--- src/hdl/frix_pkg.sv ---
// ----------------------------------------------------------------------------
// frix_pkg
// Shared types, codes and helper functions of the FASTA record index scanner.
// ----------------------------------------------------------------------------
package frix_pkg;

  // Result kinds.
  localparam logic [1:0] KIND_START   = 2'd0;
  localparam logic [1:0] KIND_BENCH   = 2'd1;
  localparam logic [1:0] KIND_END     = 2'd2;
  localparam logic [1:0] KIND_SUMMARY = 2'd3;

  // Alphabet codes of a record.
  localparam logic [1:0] ALPHA_DNA     = 2'd0;
  localparam logic [1:0] ALPHA_RNA     = 2'd1;
  localparam logic [1:0] ALPHA_PROTEIN = 2'd2;

  // Forced alphabet register values.
  localparam logic [1:0] FORCE_DETECT = 2'd0;

  // Input commands.
  localparam logic CMD_BYTE = 1'b0;
  localparam logic CMD_EOF  = 1'b1;

  // Register map: index is byte address divided by four.
  localparam int unsigned REG_ADDR_BITS = 3;
  localparam logic REG_BENCH_INTERVAL  = 1'b0;
  localparam logic REG_FORCED_ALPHABET = 1'b1;
  localparam logic [31:0] MY_INTERVAL_RESET = 32'd1000;

  // Characters of interest.
  localparam logic [7:0] CHAR_LF      = 8'h0A;
  localparam logic [7:0] CHAR_SPACE   = 8'h20;
  localparam logic [7:0] CHAR_GT      = 8'h3E;
  localparam logic [7:0] CHAR_UPPER_A = 8'h41;
  localparam logic [7:0] CHAR_UPPER_Z = 8'h5A;
  localparam logic [7:0] CHAR_LOWER_A = 8'h61;
  localparam logic [7:0] CHAR_LOWER_Z = 8'h7A;

  // Letters A, C, G, N, T and U as bits of the seen-letter set.
  localparam int unsigned LETTER_COUNT = 26;
  localparam logic [LETTER_COUNT-1:0] NUC_LETTERS = 26'h0182045;
  localparam int unsigned LETTER_U = 20;

  // Result queue depth; an end-of-file item can push two results at once.
  localparam int unsigned RQ_DEPTH = 4;

  typedef struct packed {
    logic [31:0] my_interval;
    logic [1:0]  forced_alphabet;
  } cfg_t;

  // One result item without its offset, whose width is a parameter.
  typedef struct packed {
    logic [1:0]  kind;
    logic [31:0] seq_number;
    logic [31:0] record_length;
    logic [15:0] name_length;
    logic [1:0]  alphabet;
    logic [31:0] benchmark_count;
    logic [2:0]  alphabet_flags;
    logic        last;
  } result_t;

  function automatic logic is_run_byte(input logic [7:0] b);
    return (b > CHAR_SPACE) && !b[7];
  endfunction

  function automatic logic [31:0] sat_inc32(input logic [31:0] x);
    return (x == 32'hFFFF_FFFF) ? x : x + 32'd1;
  endfunction

  function automatic logic [15:0] sat_inc16(input logic [15:0] x);
    return (x == 16'hFFFF) ? x : x + 16'd1;
  endfunction

  function automatic logic [1:0] record_alphabet(input logic [LETTER_COUNT-1:0] letters,
                                                 input logic [1:0] forced);
    logic [1:0] a;
    if (forced != FORCE_DETECT) begin
      a = forced - 2'd1;
    end else if ((letters & ~NUC_LETTERS) == '0) begin
      a = letters[LETTER_U] ? ALPHA_RNA : ALPHA_DNA;
    end else begin
      a = ALPHA_PROTEIN;
    end
    return a;
  endfunction

  function automatic logic [2:0] alphabet_flag(input logic [1:0] a);
    logic [2:0] f;
    unique case (a)
      ALPHA_DNA:     f = 3'b001;
      ALPHA_RNA:     f = 3'b010;
      ALPHA_PROTEIN: f = 3'b100;
      default:       f = 3'b000;
    endcase
    return f;
  endfunction

endpackage

--- src/hdl/frix_channels.sv ---
// ----------------------------------------------------------------------------
// frix channels
// Valid/ready channels of the scanner: file bytes in, index events out.
// ----------------------------------------------------------------------------
interface frix_in_if;
  logic       valid;
  logic       ready;
  logic       cmd;
  logic [7:0] data_byte;

  modport source(output valid, output cmd, output data_byte, input ready);
  modport sink(input valid, input cmd, input data_byte, output ready);
endinterface

interface frix_out_if #(
  parameter int unsigned OFFSET_BITS = 48
);
  logic                   valid;
  logic                   ready;
  logic [1:0]             kind;
  logic [31:0]            seq_number;
  logic [OFFSET_BITS-1:0] offset;
  logic [31:0]            record_length;
  logic [15:0]            name_length;
  logic [1:0]             alphabet;
  logic [31:0]            benchmark_count;
  logic [2:0]             alphabet_flags;
  logic                   last;

  modport source(output valid, output kind, output seq_number, output offset,
                 output record_length, output name_length, output alphabet,
                 output benchmark_count, output alphabet_flags, output last,
                 input ready);
  modport sink(input valid, input kind, input seq_number, input offset,
               input record_length, input name_length, input alphabet,
               input benchmark_count, input alphabet_flags, input last,
               output ready);
endinterface

--- src/hdl/frix_cfg.sv ---
// ----------------------------------------------------------------------------
// frix_cfg
// APB register file: benchmark interval and forced alphabet.
// ----------------------------------------------------------------------------
module frix_cfg (
  input  logic                               clk,
  input  logic                               rst,
  input  logic                               psel,
  input  logic                               penable,
  input  logic                               pwrite,
  input  logic [frix_pkg::REG_ADDR_BITS-1:0] paddr,
  input  logic [31:0]                        pwdata,
  output logic [31:0]                        prdata,
  output logic                               pready,
  output frix_pkg::cfg_t                     cfg
);

  logic reg_index;
  logic wr_en;

  assign pready    = 1'b1;
  assign reg_index = paddr[2];
  assign wr_en     = psel && penable && pwrite;

  always_ff @(posedge clk) begin
    if (rst) begin
      cfg.my_interval  <= frix_pkg::MY_INTERVAL_RESET;
      cfg.forced_alphabet <= frix_pkg::FORCE_DETECT;
    end else if (wr_en) begin
      unique case (reg_index)
        frix_pkg::REG_BENCH_INTERVAL:  cfg.my_interval  <= pwdata;
        frix_pkg::REG_FORCED_ALPHABET: cfg.forced_alphabet <= pwdata[1:0];
        default: ;
      endcase
    end
  end

  // Byte lanes below bit 2 do not select a register.
  always_comb begin
    prdata = {30'd0, paddr[1:0]} & 32'd0;
    unique case (reg_index)
      frix_pkg::REG_BENCH_INTERVAL:  prdata = cfg.my_interval;
      frix_pkg::REG_FORCED_ALPHABET: prdata = {30'd0, cfg.forced_alphabet};
      default: ;
    endcase
  end

endmodule

--- src/hdl/frix_core.sv ---
// ----------------------------------------------------------------------------
// frix_core
// Input register and per-byte scan logic; produces up to two results per item.
// ----------------------------------------------------------------------------
module frix_core #(
  parameter int unsigned OFFSET_BITS = 48
) (
  input  logic                   clk,
  input  logic                   rst,
  input  logic                   in_valid,
  output logic                   in_ready,
  input  logic                   in_cmd,
  input  logic [7:0]             in_byte,
  input  frix_pkg::cfg_t         cfg,
  input  logic                   rq_room,
  output logic                   push0,
  output logic                   push1,
  output frix_pkg::result_t      res0,
  output frix_pkg::result_t      res1,
  output logic [OFFSET_BITS-1:0] off0,
  output logic [OFFSET_BITS-1:0] off1
);

  localparam logic [OFFSET_BITS-1:0] POS_MAX = {OFFSET_BITS{1'b1}};
  localparam int unsigned NL = frix_pkg::LETTER_COUNT;

  // Input register.
  logic       item_valid;
  logic       item_cmd;
  logic [7:0] item_byte;
  logic       fire;

  // Scan state.
  logic [OFFSET_BITS-1:0] byte_position, byte_position_next;
  logic        at_line_start, at_line_start_next;
  logic        in_header, in_header_next;
  logic        name_run_open, name_run_open_next;
  logic        residue_run_open, residue_run_open_next;
  logic [31:0] residues_counted, residues_counted_next;
  logic [31:0] data_distance, data_distance_next;
  logic [31:0] my_countdown, my_countdown_next;
  logic [31:0] my_total, my_total_next;
  logic [NL-1:0] letters_seen, letters_seen_next;
  logic [31:0] record_total, record_total_next;
  logic [15:0] longest_name, longest_name_next;
  logic [15:0] current_name_len, current_name_len_next;
  logic [2:0]  alphabets_present, alphabets_present_next;

  // Helpers.
  logic [OFFSET_BITS-1:0] pos_inc;
  logic        has_record;
  logic [1:0]  rec_alpha;
  logic [2:0]  rec_flag;
  logic [31:0] dist_inc;
  logic [31:0] countdown_dec;
  logic [15:0] name_inc;
  logic        run_byte;
  logic        run_open_eff;
  logic        is_upper, is_lower;
  logic [7:0]  letter_diff;
  logic [NL-1:0] letter_bit;

  assign fire     = item_valid && rq_room;
  assign in_ready = !item_valid || rq_room;

  always_ff @(posedge clk) begin
    if (rst) begin
      item_valid <= 1'b0;
    end else if (in_ready) begin
      item_valid <= in_valid;
    end
  end

  always_ff @(posedge clk) begin
    if (in_valid && in_ready) begin
      item_cmd  <= in_cmd;
      item_byte <= in_byte;
    end
  end

  assign pos_inc       = (byte_position != POS_MAX) ? byte_position + 1'b1 : byte_position;
  assign has_record    = (record_total != 32'd0);
  assign rec_alpha     = frix_pkg::record_alphabet(letters_seen, cfg.forced_alphabet);
  assign rec_flag      = frix_pkg::alphabet_flag(rec_alpha);
  assign dist_inc      = frix_pkg::sat_inc32(data_distance);
  assign countdown_dec = my_countdown - 32'd1;
  assign name_inc      = frix_pkg::sat_inc16(current_name_len);
  assign run_byte      = frix_pkg::is_run_byte(item_byte);
  assign run_open_eff  = at_line_start || residue_run_open;
  assign is_upper      = (item_byte >= frix_pkg::CHAR_UPPER_A) &&
                         (item_byte <= frix_pkg::CHAR_UPPER_Z);
  assign is_lower      = (item_byte >= frix_pkg::CHAR_LOWER_A) &&
                         (item_byte <= frix_pkg::CHAR_LOWER_Z);
  assign letter_diff   = is_upper ? item_byte - frix_pkg::CHAR_UPPER_A
                                  : item_byte - frix_pkg::CHAR_LOWER_A;
  assign letter_bit    = (is_upper || is_lower) ? NL'(1) << letter_diff[4:0] : '0;

  always_comb begin
    byte_position_next     = byte_position;
    at_line_start_next     = at_line_start;
    in_header_next         = in_header;
    name_run_open_next     = name_run_open;
    residue_run_open_next  = residue_run_open;
    residues_counted_next  = residues_counted;
    data_distance_next     = data_distance;
    my_countdown_next   = my_countdown;
    my_total_next       = my_total;
    letters_seen_next      = letters_seen;
    record_total_next      = record_total;
    longest_name_next      = longest_name;
    current_name_len_next  = current_name_len;
    alphabets_present_next = alphabets_present;
    push0 = 1'b0;
    push1 = 1'b0;
    res0  = '0;
    res1  = '0;
    off0  = '0;
    off1  = '0;

    if (fire) begin
      if (item_cmd == frix_pkg::CMD_EOF) begin
        // An open header line still gets its record-start event first.
        if (in_header) begin
          push0            = 1'b1;
          res0.kind        = frix_pkg::KIND_START;
          res0.seq_number  = record_total - 32'd1;
          res0.name_length = current_name_len;
          off0             = byte_position;
          push1                = 1'b1;
          res1.kind            = frix_pkg::KIND_SUMMARY;
          res1.seq_number      = record_total;
          res1.record_length   = has_record ? residues_counted : 32'd0;
          res1.name_length     = longest_name;
          res1.alphabet        = has_record ? rec_alpha : frix_pkg::ALPHA_DNA;
          res1.benchmark_count = has_record ? my_total : 32'd0;
          res1.alphabet_flags  = alphabets_present | (has_record ? rec_flag : 3'b000);
          res1.last            = 1'b1;
          off1                 = byte_position;
        end else begin
          push0                = 1'b1;
          res0.kind            = frix_pkg::KIND_SUMMARY;
          res0.seq_number      = record_total;
          res0.record_length   = has_record ? residues_counted : 32'd0;
          res0.name_length     = longest_name;
          res0.alphabet        = has_record ? rec_alpha : frix_pkg::ALPHA_DNA;
          res0.benchmark_count = has_record ? my_total : 32'd0;
          res0.alphabet_flags  = alphabets_present | (has_record ? rec_flag : 3'b000);
          res0.last            = 1'b1;
          off0                 = byte_position;
        end
        // The next byte starts a new file.
        byte_position_next     = '0;
        at_line_start_next     = 1'b1;
        in_header_next         = 1'b0;
        name_run_open_next     = 1'b0;
        residue_run_open_next  = 1'b0;
        residues_counted_next  = '0;
        data_distance_next     = '0;
        my_countdown_next   = '0;
        my_total_next       = '0;
        letters_seen_next      = '0;
        record_total_next      = '0;
        longest_name_next      = '0;
        current_name_len_next  = '0;
        alphabets_present_next = '0;
      end else begin
        byte_position_next = pos_inc;
        if (at_line_start && (item_byte == frix_pkg::CHAR_GT)) begin
          if (has_record) begin
            push0                  = 1'b1;
            res0.kind              = frix_pkg::KIND_END;
            res0.seq_number        = record_total - 32'd1;
            res0.record_length     = residues_counted;
            res0.alphabet          = rec_alpha;
            res0.benchmark_count   = my_total;
            res0.last              = 1'b1;
            alphabets_present_next = alphabets_present | rec_flag;
          end
          record_total_next     = frix_pkg::sat_inc32(record_total);
          in_header_next        = 1'b1;
          name_run_open_next    = 1'b1;
          current_name_len_next = '0;
          residues_counted_next = '0;
          data_distance_next    = '0;
          my_countdown_next  = cfg.my_interval;
          my_total_next      = '0;
          letters_seen_next     = '0;
          at_line_start_next    = 1'b0;
        end else if (in_header) begin
          if (item_byte == frix_pkg::CHAR_LF) begin
            in_header_next     = 1'b0;
            at_line_start_next = 1'b1;
            push0              = 1'b1;
            res0.kind          = frix_pkg::KIND_START;
            res0.seq_number    = record_total - 32'd1;
            res0.name_length   = current_name_len;
            res0.last          = 1'b1;
            off0               = pos_inc;
          end else begin
            if (name_run_open && run_byte) begin
              current_name_len_next = name_inc;
              if (name_inc > longest_name) begin
                longest_name_next = name_inc;
              end
            end else begin
              name_run_open_next = 1'b0;
            end
            at_line_start_next = 1'b0;
          end
        end else if (has_record) begin
          at_line_start_next = 1'b0;
          data_distance_next = dist_inc;
          if (item_byte == frix_pkg::CHAR_LF) begin
            at_line_start_next    = 1'b1;
            residue_run_open_next = 1'b0;
          end else if (run_open_eff && run_byte) begin
            residue_run_open_next = 1'b1;
            residues_counted_next = frix_pkg::sat_inc32(residues_counted);
            letters_seen_next     = letters_seen | letter_bit;
            if (countdown_dec == 32'd0) begin
              my_total_next     = frix_pkg::sat_inc32(my_total);
              my_countdown_next = cfg.my_interval;
              push0                = 1'b1;
              res0.kind            = frix_pkg::KIND_BENCH;
              res0.seq_number      = record_total - 32'd1;
              res0.last            = 1'b1;
              off0                 = OFFSET_BITS'(dist_inc);
            end else begin
              my_countdown_next = countdown_dec;
            end
          end else begin
            residue_run_open_next = 1'b0;
          end
        end else begin
          // Text ahead of the first header only tracks line starts.
          at_line_start_next = (item_byte == frix_pkg::CHAR_LF);
        end
      end
    end
  end

  always_ff @(posedge clk) begin
    if (rst) begin
      byte_position     <= '0;
      at_line_start     <= 1'b1;
      in_header         <= 1'b0;
      name_run_open     <= 1'b0;
      residue_run_open  <= 1'b0;
      residues_counted  <= '0;
      data_distance     <= '0;
      my_countdown   <= '0;
      my_total       <= '0;
      letters_seen      <= '0;
      record_total      <= '0;
      longest_name      <= '0;
      current_name_len  <= '0;
      alphabets_present <= '0;
    end else begin
      byte_position     <= byte_position_next;
      at_line_start     <= at_line_start_next;
      in_header         <= in_header_next;
      name_run_open     <= name_run_open_next;
      residue_run_open  <= residue_run_open_next;
      residues_counted  <= residues_counted_next;
      data_distance     <= data_distance_next;
      my_countdown   <= my_countdown_next;
      my_total       <= my_total_next;
      letters_seen      <= letters_seen_next;
      record_total      <= record_total_next;
      longest_name      <= longest_name_next;
      current_name_len  <= current_name_len_next;
      alphabets_present <= alphabets_present_next;
    end
  end

endmodule

--- src/hdl/frix_rq.sv ---
// ----------------------------------------------------------------------------
// frix_rq
// Result queue: takes up to two results a cycle while it has room, hands out one a cycle while the receiver is ready.
// ----------------------------------------------------------------------------
module frix_rq #(
  parameter int unsigned WIDTH = 8
) (
  input  logic             clk,
  input  logic             rst,
  input  logic             push0,
  input  logic             push1,
  input  logic [WIDTH-1:0] din0,
  input  logic [WIDTH-1:0] din1,
  output logic             room,
  output logic             out_valid,
  input  logic             out_ready,
  output logic [WIDTH-1:0] dout
);

  localparam int unsigned DEPTH = frix_pkg::RQ_DEPTH;
  localparam int unsigned PW    = $clog2(DEPTH);
  localparam int unsigned CW    = $clog2(DEPTH + 1);

  logic [WIDTH-1:0] entries [DEPTH];
  logic [PW-1:0]    head;
  logic [PW-1:0]    tail;
  logic [CW-1:0]    count;
  logic             pop;
  logic [CW-1:0]    count_next;

  assign out_valid  = (count != '0);
  assign pop        = out_valid && out_ready;
  assign dout       = entries[head];
  // Room is judged before this cycle's pop, so two pushes always fit.
  assign room       = (count <= CW'(DEPTH - 2));
  assign count_next = count + CW'(push0) + CW'(push1) - CW'(pop);

  always_ff @(posedge clk) begin
    if (push0) begin
      entries[tail] <= din0;
    end
    if (push1) begin
      entries[tail + PW'(1)] <= din1;
    end
  end

  always_ff @(posedge clk) begin
    if (rst) begin
      head  <= '0;
      tail  <= '0;
      count <= '0;
    end else begin
      head  <= head + PW'(pop);
      tail  <= tail + PW'(push0) + PW'(push1);
      count <= count_next;
    end
  end

endmodule

--- src/hdl/fasta_record_index_scanner.sv ---
// ----------------------------------------------------------------------------
// fasta_record_index_scanner
// Scans a FASTA byte stream and emits record, benchmark and summary events.
// ----------------------------------------------------------------------------
// Each accepted item (one file byte or an end-of-file mark) is scanned from
// the input register, so the block takes one item per clock while the output
// side keeps up; its results go through the result queue to the output port.
// A byte gives at most one event, an end-of-file mark gives a summary and, if
// a header line is still open, a record-start event ahead of it. Events wait
// in a four-entry queue, and input is held back only while an item waits in
// the input register and that queue has fewer than two free entries.
// The benchmark interval and forced alphabet registers are written over APB
// at byte addresses 0 and 4; the user must do so only while the block is
// idle, which the block itself does not enforce.
module fasta_record_index_scanner #(
  parameter int unsigned OFFSET_BITS = 48
) (
  input  logic                               clk,
  input  logic                               rst,
  frix_in_if.sink                            in_ch,
  frix_out_if.source                         out_ch,
  input  logic                               psel,
  input  logic                               penable,
  input  logic                               pwrite,
  input  logic [frix_pkg::REG_ADDR_BITS-1:0] paddr,
  input  logic [31:0]                        pwdata,
  output logic [31:0]                        prdata,
  output logic                               pready
);

  localparam int unsigned RW = $bits(frix_pkg::result_t) + OFFSET_BITS;

  frix_pkg::cfg_t         cfg;
  logic                   rq_room;
  logic                   push0;
  logic                   push1;
  frix_pkg::result_t      res0;
  frix_pkg::result_t      res1;
  logic [OFFSET_BITS-1:0] off0;
  logic [OFFSET_BITS-1:0] off1;
  logic [RW-1:0]          rq_out;
  frix_pkg::result_t      head_res;
  logic [OFFSET_BITS-1:0] head_off;

  frix_cfg u_cfg (
    .clk     (clk),
    .rst     (rst),
    .psel    (psel),
    .penable (penable),
    .pwrite  (pwrite),
    .paddr   (paddr),
    .pwdata  (pwdata),
    .prdata  (prdata),
    .pready  (pready),
    .cfg     (cfg)
  );

  frix_core #(
    .OFFSET_BITS (OFFSET_BITS)
  ) u_core (
    .clk      (clk),
    .rst      (rst),
    .in_valid (in_ch.valid),
    .in_ready (in_ch.ready),
    .in_cmd   (in_ch.cmd),
    .in_byte  (in_ch.data_byte),
    .cfg      (cfg),
    .rq_room  (rq_room),
    .push0    (push0),
    .push1    (push1),
    .res0     (res0),
    .res1     (res1),
    .off0     (off0),
    .off1     (off1)
  );

  frix_rq #(
    .WIDTH (RW)
  ) u_rq (
    .clk       (clk),
    .rst       (rst),
    .push0     (push0),
    .push1     (push1),
    .din0      ({res0, off0}),
    .din1      ({res1, off1}),
    .room      (rq_room),
    .out_valid (out_ch.valid),
    .out_ready (out_ch.ready),
    .dout      (rq_out)
  );

  assign {head_res, head_off} = rq_out;

  assign out_ch.kind            = head_res.kind;
  assign out_ch.seq_number      = head_res.seq_number;
  assign out_ch.offset          = head_off;
  assign out_ch.record_length   = head_res.record_length;
  assign out_ch.name_length     = head_res.name_length;
  assign out_ch.alphabet        = head_res.alphabet;
  assign out_ch.benchmark_count = head_res.benchmark_count;
  assign out_ch.alphabet_flags  = head_res.alphabet_flags;
  assign out_ch.last            = head_res.last;

  // A second result only ever follows a first one in the same cycle.
  a_push_order: assert property (@(posedge clk) disable iff (rst)
    push1 |-> push0)
    else $error("second result pushed without a first");

  // Two results in one cycle are an open header's start event and the summary.
  a_pair_kinds: assert property (@(posedge clk) disable iff (rst)
    push1 |-> (res0.kind == frix_pkg::KIND_START) && !res0.last &&
              (res1.kind == frix_pkg::KIND_SUMMARY) && res1.last)
    else $error("unexpected result pair");

  // A lone result closes its item.
  a_single_last: assert property (@(posedge clk) disable iff (rst)
    (push0 && !push1) |-> res0.last)
    else $error("single result without last");

  // Results are only pushed when the queue had room for them.
  a_room: assert property (@(posedge clk) disable iff (rst)
    push0 |-> rq_room)
    else $error("result pushed into a full queue");

endmodule

--- src/flat_wrapper.sv ---
// flat-port wrapper written by rule: the top's interface ports become plain ports
module fasta_record_index_scanner_flat 
#(
  parameter int unsigned OFFSET_BITS = 48
)
  (clk, rst, psel, penable, pwrite, paddr, pwdata, prdata, pready, in_ch_valid, in_ch_cmd, in_ch_data_byte, in_ch_ready, out_ch_valid, out_ch_kind, out_ch_seq_number, out_ch_offset, out_ch_record_length, out_ch_name_length, out_ch_alphabet, out_ch_benchmark_count, out_ch_alphabet_flags, out_ch_last, out_ch_ready);
  frix_in_if in_ch_i ();
  frix_out_if #(.OFFSET_BITS(OFFSET_BITS)) out_ch_i ();
  input  logic clk;
  input  logic rst;
  input  logic psel;
  input  logic penable;
  input  logic pwrite;
  input  logic [frix_pkg::REG_ADDR_BITS-1:0] paddr;
  input  logic [31:0] pwdata;
  output logic [31:0] prdata;
  output logic pready;
  input wire logic [$bits(in_ch_i.valid)-1:0] in_ch_valid;
  input wire logic [$bits(in_ch_i.cmd)-1:0] in_ch_cmd;
  input wire logic [$bits(in_ch_i.data_byte)-1:0] in_ch_data_byte;
  output wire logic [$bits(in_ch_i.ready)-1:0] in_ch_ready;
  output wire logic [$bits(out_ch_i.valid)-1:0] out_ch_valid;
  output wire logic [$bits(out_ch_i.kind)-1:0] out_ch_kind;
  output wire logic [$bits(out_ch_i.seq_number)-1:0] out_ch_seq_number;
  output wire logic [$bits(out_ch_i.offset)-1:0] out_ch_offset;
  output wire logic [$bits(out_ch_i.record_length)-1:0] out_ch_record_length;
  output wire logic [$bits(out_ch_i.name_length)-1:0] out_ch_name_length;
  output wire logic [$bits(out_ch_i.alphabet)-1:0] out_ch_alphabet;
  output wire logic [$bits(out_ch_i.benchmark_count)-1:0] out_ch_benchmark_count;
  output wire logic [$bits(out_ch_i.alphabet_flags)-1:0] out_ch_alphabet_flags;
  output wire logic [$bits(out_ch_i.last)-1:0] out_ch_last;
  input wire logic [$bits(out_ch_i.ready)-1:0] out_ch_ready;
  assign in_ch_i.valid = in_ch_valid;
  assign in_ch_i.cmd = in_ch_cmd;
  assign in_ch_i.data_byte = in_ch_data_byte;
  assign in_ch_ready = in_ch_i.ready;
  assign out_ch_valid = out_ch_i.valid;
  assign out_ch_kind = out_ch_i.kind;
  assign out_ch_seq_number = out_ch_i.seq_number;
  assign out_ch_offset = out_ch_i.offset;
  assign out_ch_record_length = out_ch_i.record_length;
  assign out_ch_name_length = out_ch_i.name_length;
  assign out_ch_alphabet = out_ch_i.alphabet;
  assign out_ch_benchmark_count = out_ch_i.benchmark_count;
  assign out_ch_alphabet_flags = out_ch_i.alphabet_flags;
  assign out_ch_last = out_ch_i.last;
  assign out_ch_i.ready = out_ch_ready;
  fasta_record_index_scanner #(.OFFSET_BITS(OFFSET_BITS)) u_core (.clk(clk), .rst(rst), .in_ch(in_ch_i), .out_ch(out_ch_i), .psel(psel), .penable(penable), .pwrite(pwrite), .paddr(paddr), .pwdata(pwdata), .prdata(prdata), .pready(pready));
endmodule
--- config.mk ---
export PLATFORM = sky130hd
export DESIGN_NAME = fasta_record_index_scanner_flat
export DESIGN_NICKNAME = d
export VERILOG_FILES = /design/src/hdl/frix_pkg.sv /design/src/hdl/frix_channels.sv /design/src/hdl/frix_cfg.sv /design/src/hdl/frix_core.sv /design/src/hdl/frix_rq.sv /design/src/hdl/fasta_record_index_scanner.sv /design/src/flat_wrapper.sv
export SDC_FILE = /design/constraint.sdc
export NUM_CORES = 2
export LEC_CHECK = 0
export ABC_AREA = 1
export BUFFER_PORTS_ARGS = -buffer_cell sky130_fd_sc_hd__buf_4
export CORE_ASPECT_RATIO = 1.2
export CORE_UTILIZATION = 55
export CTS_CLUSTER_SIZE = 24
export DETAILED_ROUTE_END_ITERATION = 16
export PLACE_DENSITY = 0.78
export SETUP_SLACK_MARGIN = 0.02
export SLEW_MARGIN = 30
export SYNTH_ARGS = -nofsm -noshare
export SYNTH_HDL_FRONTEND = slang
export SYNTH_SLANG_ARGS = --single-unit
--- constraint.sdc ---
create_clock -name clk -period 8.8 [get_ports clk]
set_input_delay 1.76 -clock clk [delete_from_list [all_inputs] [get_ports clk]]
set_output_delay 1.76 -clock clk [all_outputs]
set_load 0.01 [all_outputs]
==> impl_results.md <==
* Status: completed
* Cell Area, Synth at 52,500 µm²
* Arr. time, crit path at 3.99 ns
* Root Buffer Master: clkbuf_16
* Worst Setup Start Kind: flip-flop
* Register area at 26,700 µm²
* Core Util, Final at 62.1%
* Fin nets at 6,748
* CP max-delay cell: dfxtp_4
* Die area at 96,600 µm²
* Area Overhead vs Synth at 11.4%
* Ys Warns at 0
* Die H at 340 µm
* I/O Buffers at 250
* Leak at 22.8 nW
* Critical-path cell list: buf_6 -> buf_4 -> o21ai_0 -> o22ai_1 -> buf_4
* Worst Path Required at 7.04 ns
* Placed cell area at 55,000 µm²
* DRT Pass-1 Iters at 8
* # hold bufs at CTS at 0
* Largest net degree at the start of global routing at 157
* Resize count post-CTS at 0
* Gp weighted congestion at 0.954
* Post-synth top flop: edfxtp_1
* Worst Path Class, Setup: flip-flop to output port
* First-pass GRT wire length at 240 mm
* Hold slack at 0.449 ns
* Core ar. at 94,200 µm²
* Average cell area after synthesis at 7.90 µm²
* Critical path capture point type: output port
* Vias in the first global route at 44,900
* CP dominant cell by count: buf_4
* Chip width at 284 µm
* Async SR Flop Fraction at 0%
* Clk Latency, worst-skew pair at 0.69 ns
* Syn nets at 6,721
* CTS clock-pin slew for the worst setup and hold paths at 0.06 ns
* Final setup violating endpoints at 0
* # fillers at 8,061
* Fin worst setup slack at 3.05 ns
* Routed vias/inst at 5.90
* Crit path max fanout at 92
* Sequential area share after synthesis at 50.8%
* Number of flops mapped to enable cells by yosys at 681
* GR Overflow Total at 0
* Residual DRC count at 0
* Initial core utilization at 55.7%
* Max Clk Rate at 0.174 GHz
* Max-cap check violation count at 0
* HP Class: flip-flop to flip-flop
* Final wirelength at 155 mm
* Slew @ Worst Pin at 1.09 ns
* Max VDD drop at 178 µV
* Final worst-path cycle share at 65.4%
* Synth cell types at 54
* Htree depth at 3
* Cells after Synth at 6,637
* Via count at 47,200
* TritonCTS clock tree: built
* WL/cell at 19.4 µm
* IO Pins at 254
* RSZ-0062 raised after global routing: no
* Clk_skew at 0.0429 ns
* Max transition margin at 27.6%
* Clk buf depth at 3
* Starting DRT DRC Count at 5,382
* Antenna Violating Nets Remaining at 0
* Detail Placement HPWL at 98.5 mm
* Final Hold Vio Count at 0
* Total GRT Usage at 31.2%
* Minimum clock period at 5.75 ns
* Slew Viols, Final at 0
* Multi-input gate area at 21,700 µm²
* DP Worst Slack at 3.28 ns
* #FFs+latches synth at 991
* Layout cell share with drive strength beyond 1 at 8.30%
* FP Rows at 123
* CTS Sinks at 991
* Cell area power density at 234 nW/µm²
* TNS Setup at 0 ns
* Post-CTS setup buffers at 0
* CP peak stage delay at 0.93 ns
* CTS buffer count at 99
* Final Instance Area at 58,400 µm²
* Initial antenna violation count at 1
[metal layers]
layer / GRT usage, % / wire length [µm] / vias up / share of wire [%]
met5: 0 / 0 / - / 0
met4: 13.4 / 5980 / 0 / 3.8
met3: 5.05 / 14500 / 428 / 9.4
met2: 53.7 / 75400 / 2380 / 49
met1: 38.8 / 59400 / 22100 / 38
li1: - / - / 22300 / -
[worst max-delay path: cells and delay by family, from the launching register on]
family          cells  cell delay [ns]
flops               1             0.93
compound gates      2             0.73
buf+inv             3             1.61
[placed cells by master (no fill, tap or decap), types with 23 or more instances in the layout]
cell type | Yosys | routed
clkbuf_1 | 325 | 23
o22ai_1 | 247 | 247
ha_1 | 30 | 30
dfxtp_1 | 310 | 307
nand4_1 | 98 | 98
edfxtp_1 | 681 | 681
inv_1 | 709 | 702
xor2_1 | 127 | 127
clkbuf_16 | 0 | 106
nor3_1 | 190 | 190
a21oi_1 | 338 | 337
nand3_1 | 333 | 333
o21ai_0 | 626 | 626
buf_4 | 6 | 299
nand2_1 | 1446 | 1434
nor2_1 | 859 | 853
nor4_1 | 68 | 67
[stage by stage]
stage,power (mW),cells
6_report,13.7,8001
5_1_grt,14.2,8000
4_1_cts,13.6,7999
3_5_place_dp,9.28,7812
3_3_place_gp,9.20,7812
2_1_floorplan,7.68,6637
[final timing paths]
kind,startpoint,endpoint,slack (ns),depth (start not counted)
hold / removal,u_core.u_core.letters_seen[23]$_SDFFE_PP0P_,u_core.u_core.letters_seen[23]$_SDFFE_PP0P_,0.45,2
setup / recovery,u_core.u_rq.head[0]$_SDFF_PP0_,out_ch_kind[0],3.05,5
setup reg to reg,u_core.u_rq.count[1]$_SDFF_PP0_,u_core.u_rq.entries[3][152]$_DFFE_PP_,3.17,15
hold reg to reg,u_core.u_core.letters_seen[23]$_SDFFE_PP0P_,u_core.u_core.letters_seen[23]$_SDFFE_PP0P_,0.45,2
[flip-flops by register name, indices dropped and copies added (netlist names), 2 cells and up]
name                             flops
u_core.u_cfg.cfg                    34
u_core.u_core.item_byte              8
u_core.u_rq.tail                     2
u_core.u_rq.count                    3
u_core.u_core.byte_position         48
u_core.u_core.data_distance         32
u_core.u_rq.entries                672
u_core.u_core.my_countdown          32
u_core.u_core.letters_seen          21
u_core.u_core.record_total          32
u_core.u_core.current_name_len      16
u_core.u_core.residues_counted      32
u_core.u_core.my_total              32
u_core.u_core.alphabets_present      3
u_core.u_core.longest_name          16
u_core.u_rq.head                     2
[Yosys cell counts (all sizes together), types with 11 or more instances]
cell / number / area, µm²
dfxtp: 310 / 6210
nand3: 345 / 1790
nand2: 1454 / 5480
inv: 722 / 2710
buf: 59 / 297
xor2: 127 / 1110
a221oi: 14 / 123
a21oi: 339 / 1700
nor4: 69 / 438
nor2: 879 / 3370
o21ai: 629 / 3150
nand4: 99 / 634
nor3: 191 / 961
a31oi: 12 / 75.1
xnor2: 17 / 149
o22ai: 247 / 1550
clkbuf: 325 / 1220
or2: 11 / 68.8
a211oi: 11 / 82.6
ha: 30 / 375
edfxtp: 681 / 20400
[power by group]
part           switching, mW  leakage (nW)  internal (mW)  total, mW
clock                   1.86          1.67           2.56       4.42
combinational           2.70          12.7           1.26       3.96
sequential             0.158          8.47           5.13       5.29
[area by class of cell]
type / count / share of cell area, %
Clock inverter: 47 / 0.880
Sequential cell: 991 / 45.6
Antenna cell: 1 / 0.00428
Multi-Input combinational cell: 4538 / 37.1
Clock buffer: 140 / 4.93
Inverter: 724 / 4.67
Timing Repair Buffer: 310 / 4.13
Tap cell: 1250 / 2.68
[kinds of logic after synthesis]
family / after synthesis / share of synthesized area (%)
flip-flops: 991 / 50.8
XOR/XNOR: 144 / 2.40
buffers and inverters: 1108 / 8.07
AND/OR/NAND/NOR: 3071 / 24.6
other: 1 / 0.00715
multiplexers: 1 / 0.0191
AO/OA/AOI/OAI: 1288 / 13.3
adder cells (fa/ha/maj): 33 / 0.830
No activity file was read; power rests on OpenSTA's default activity.
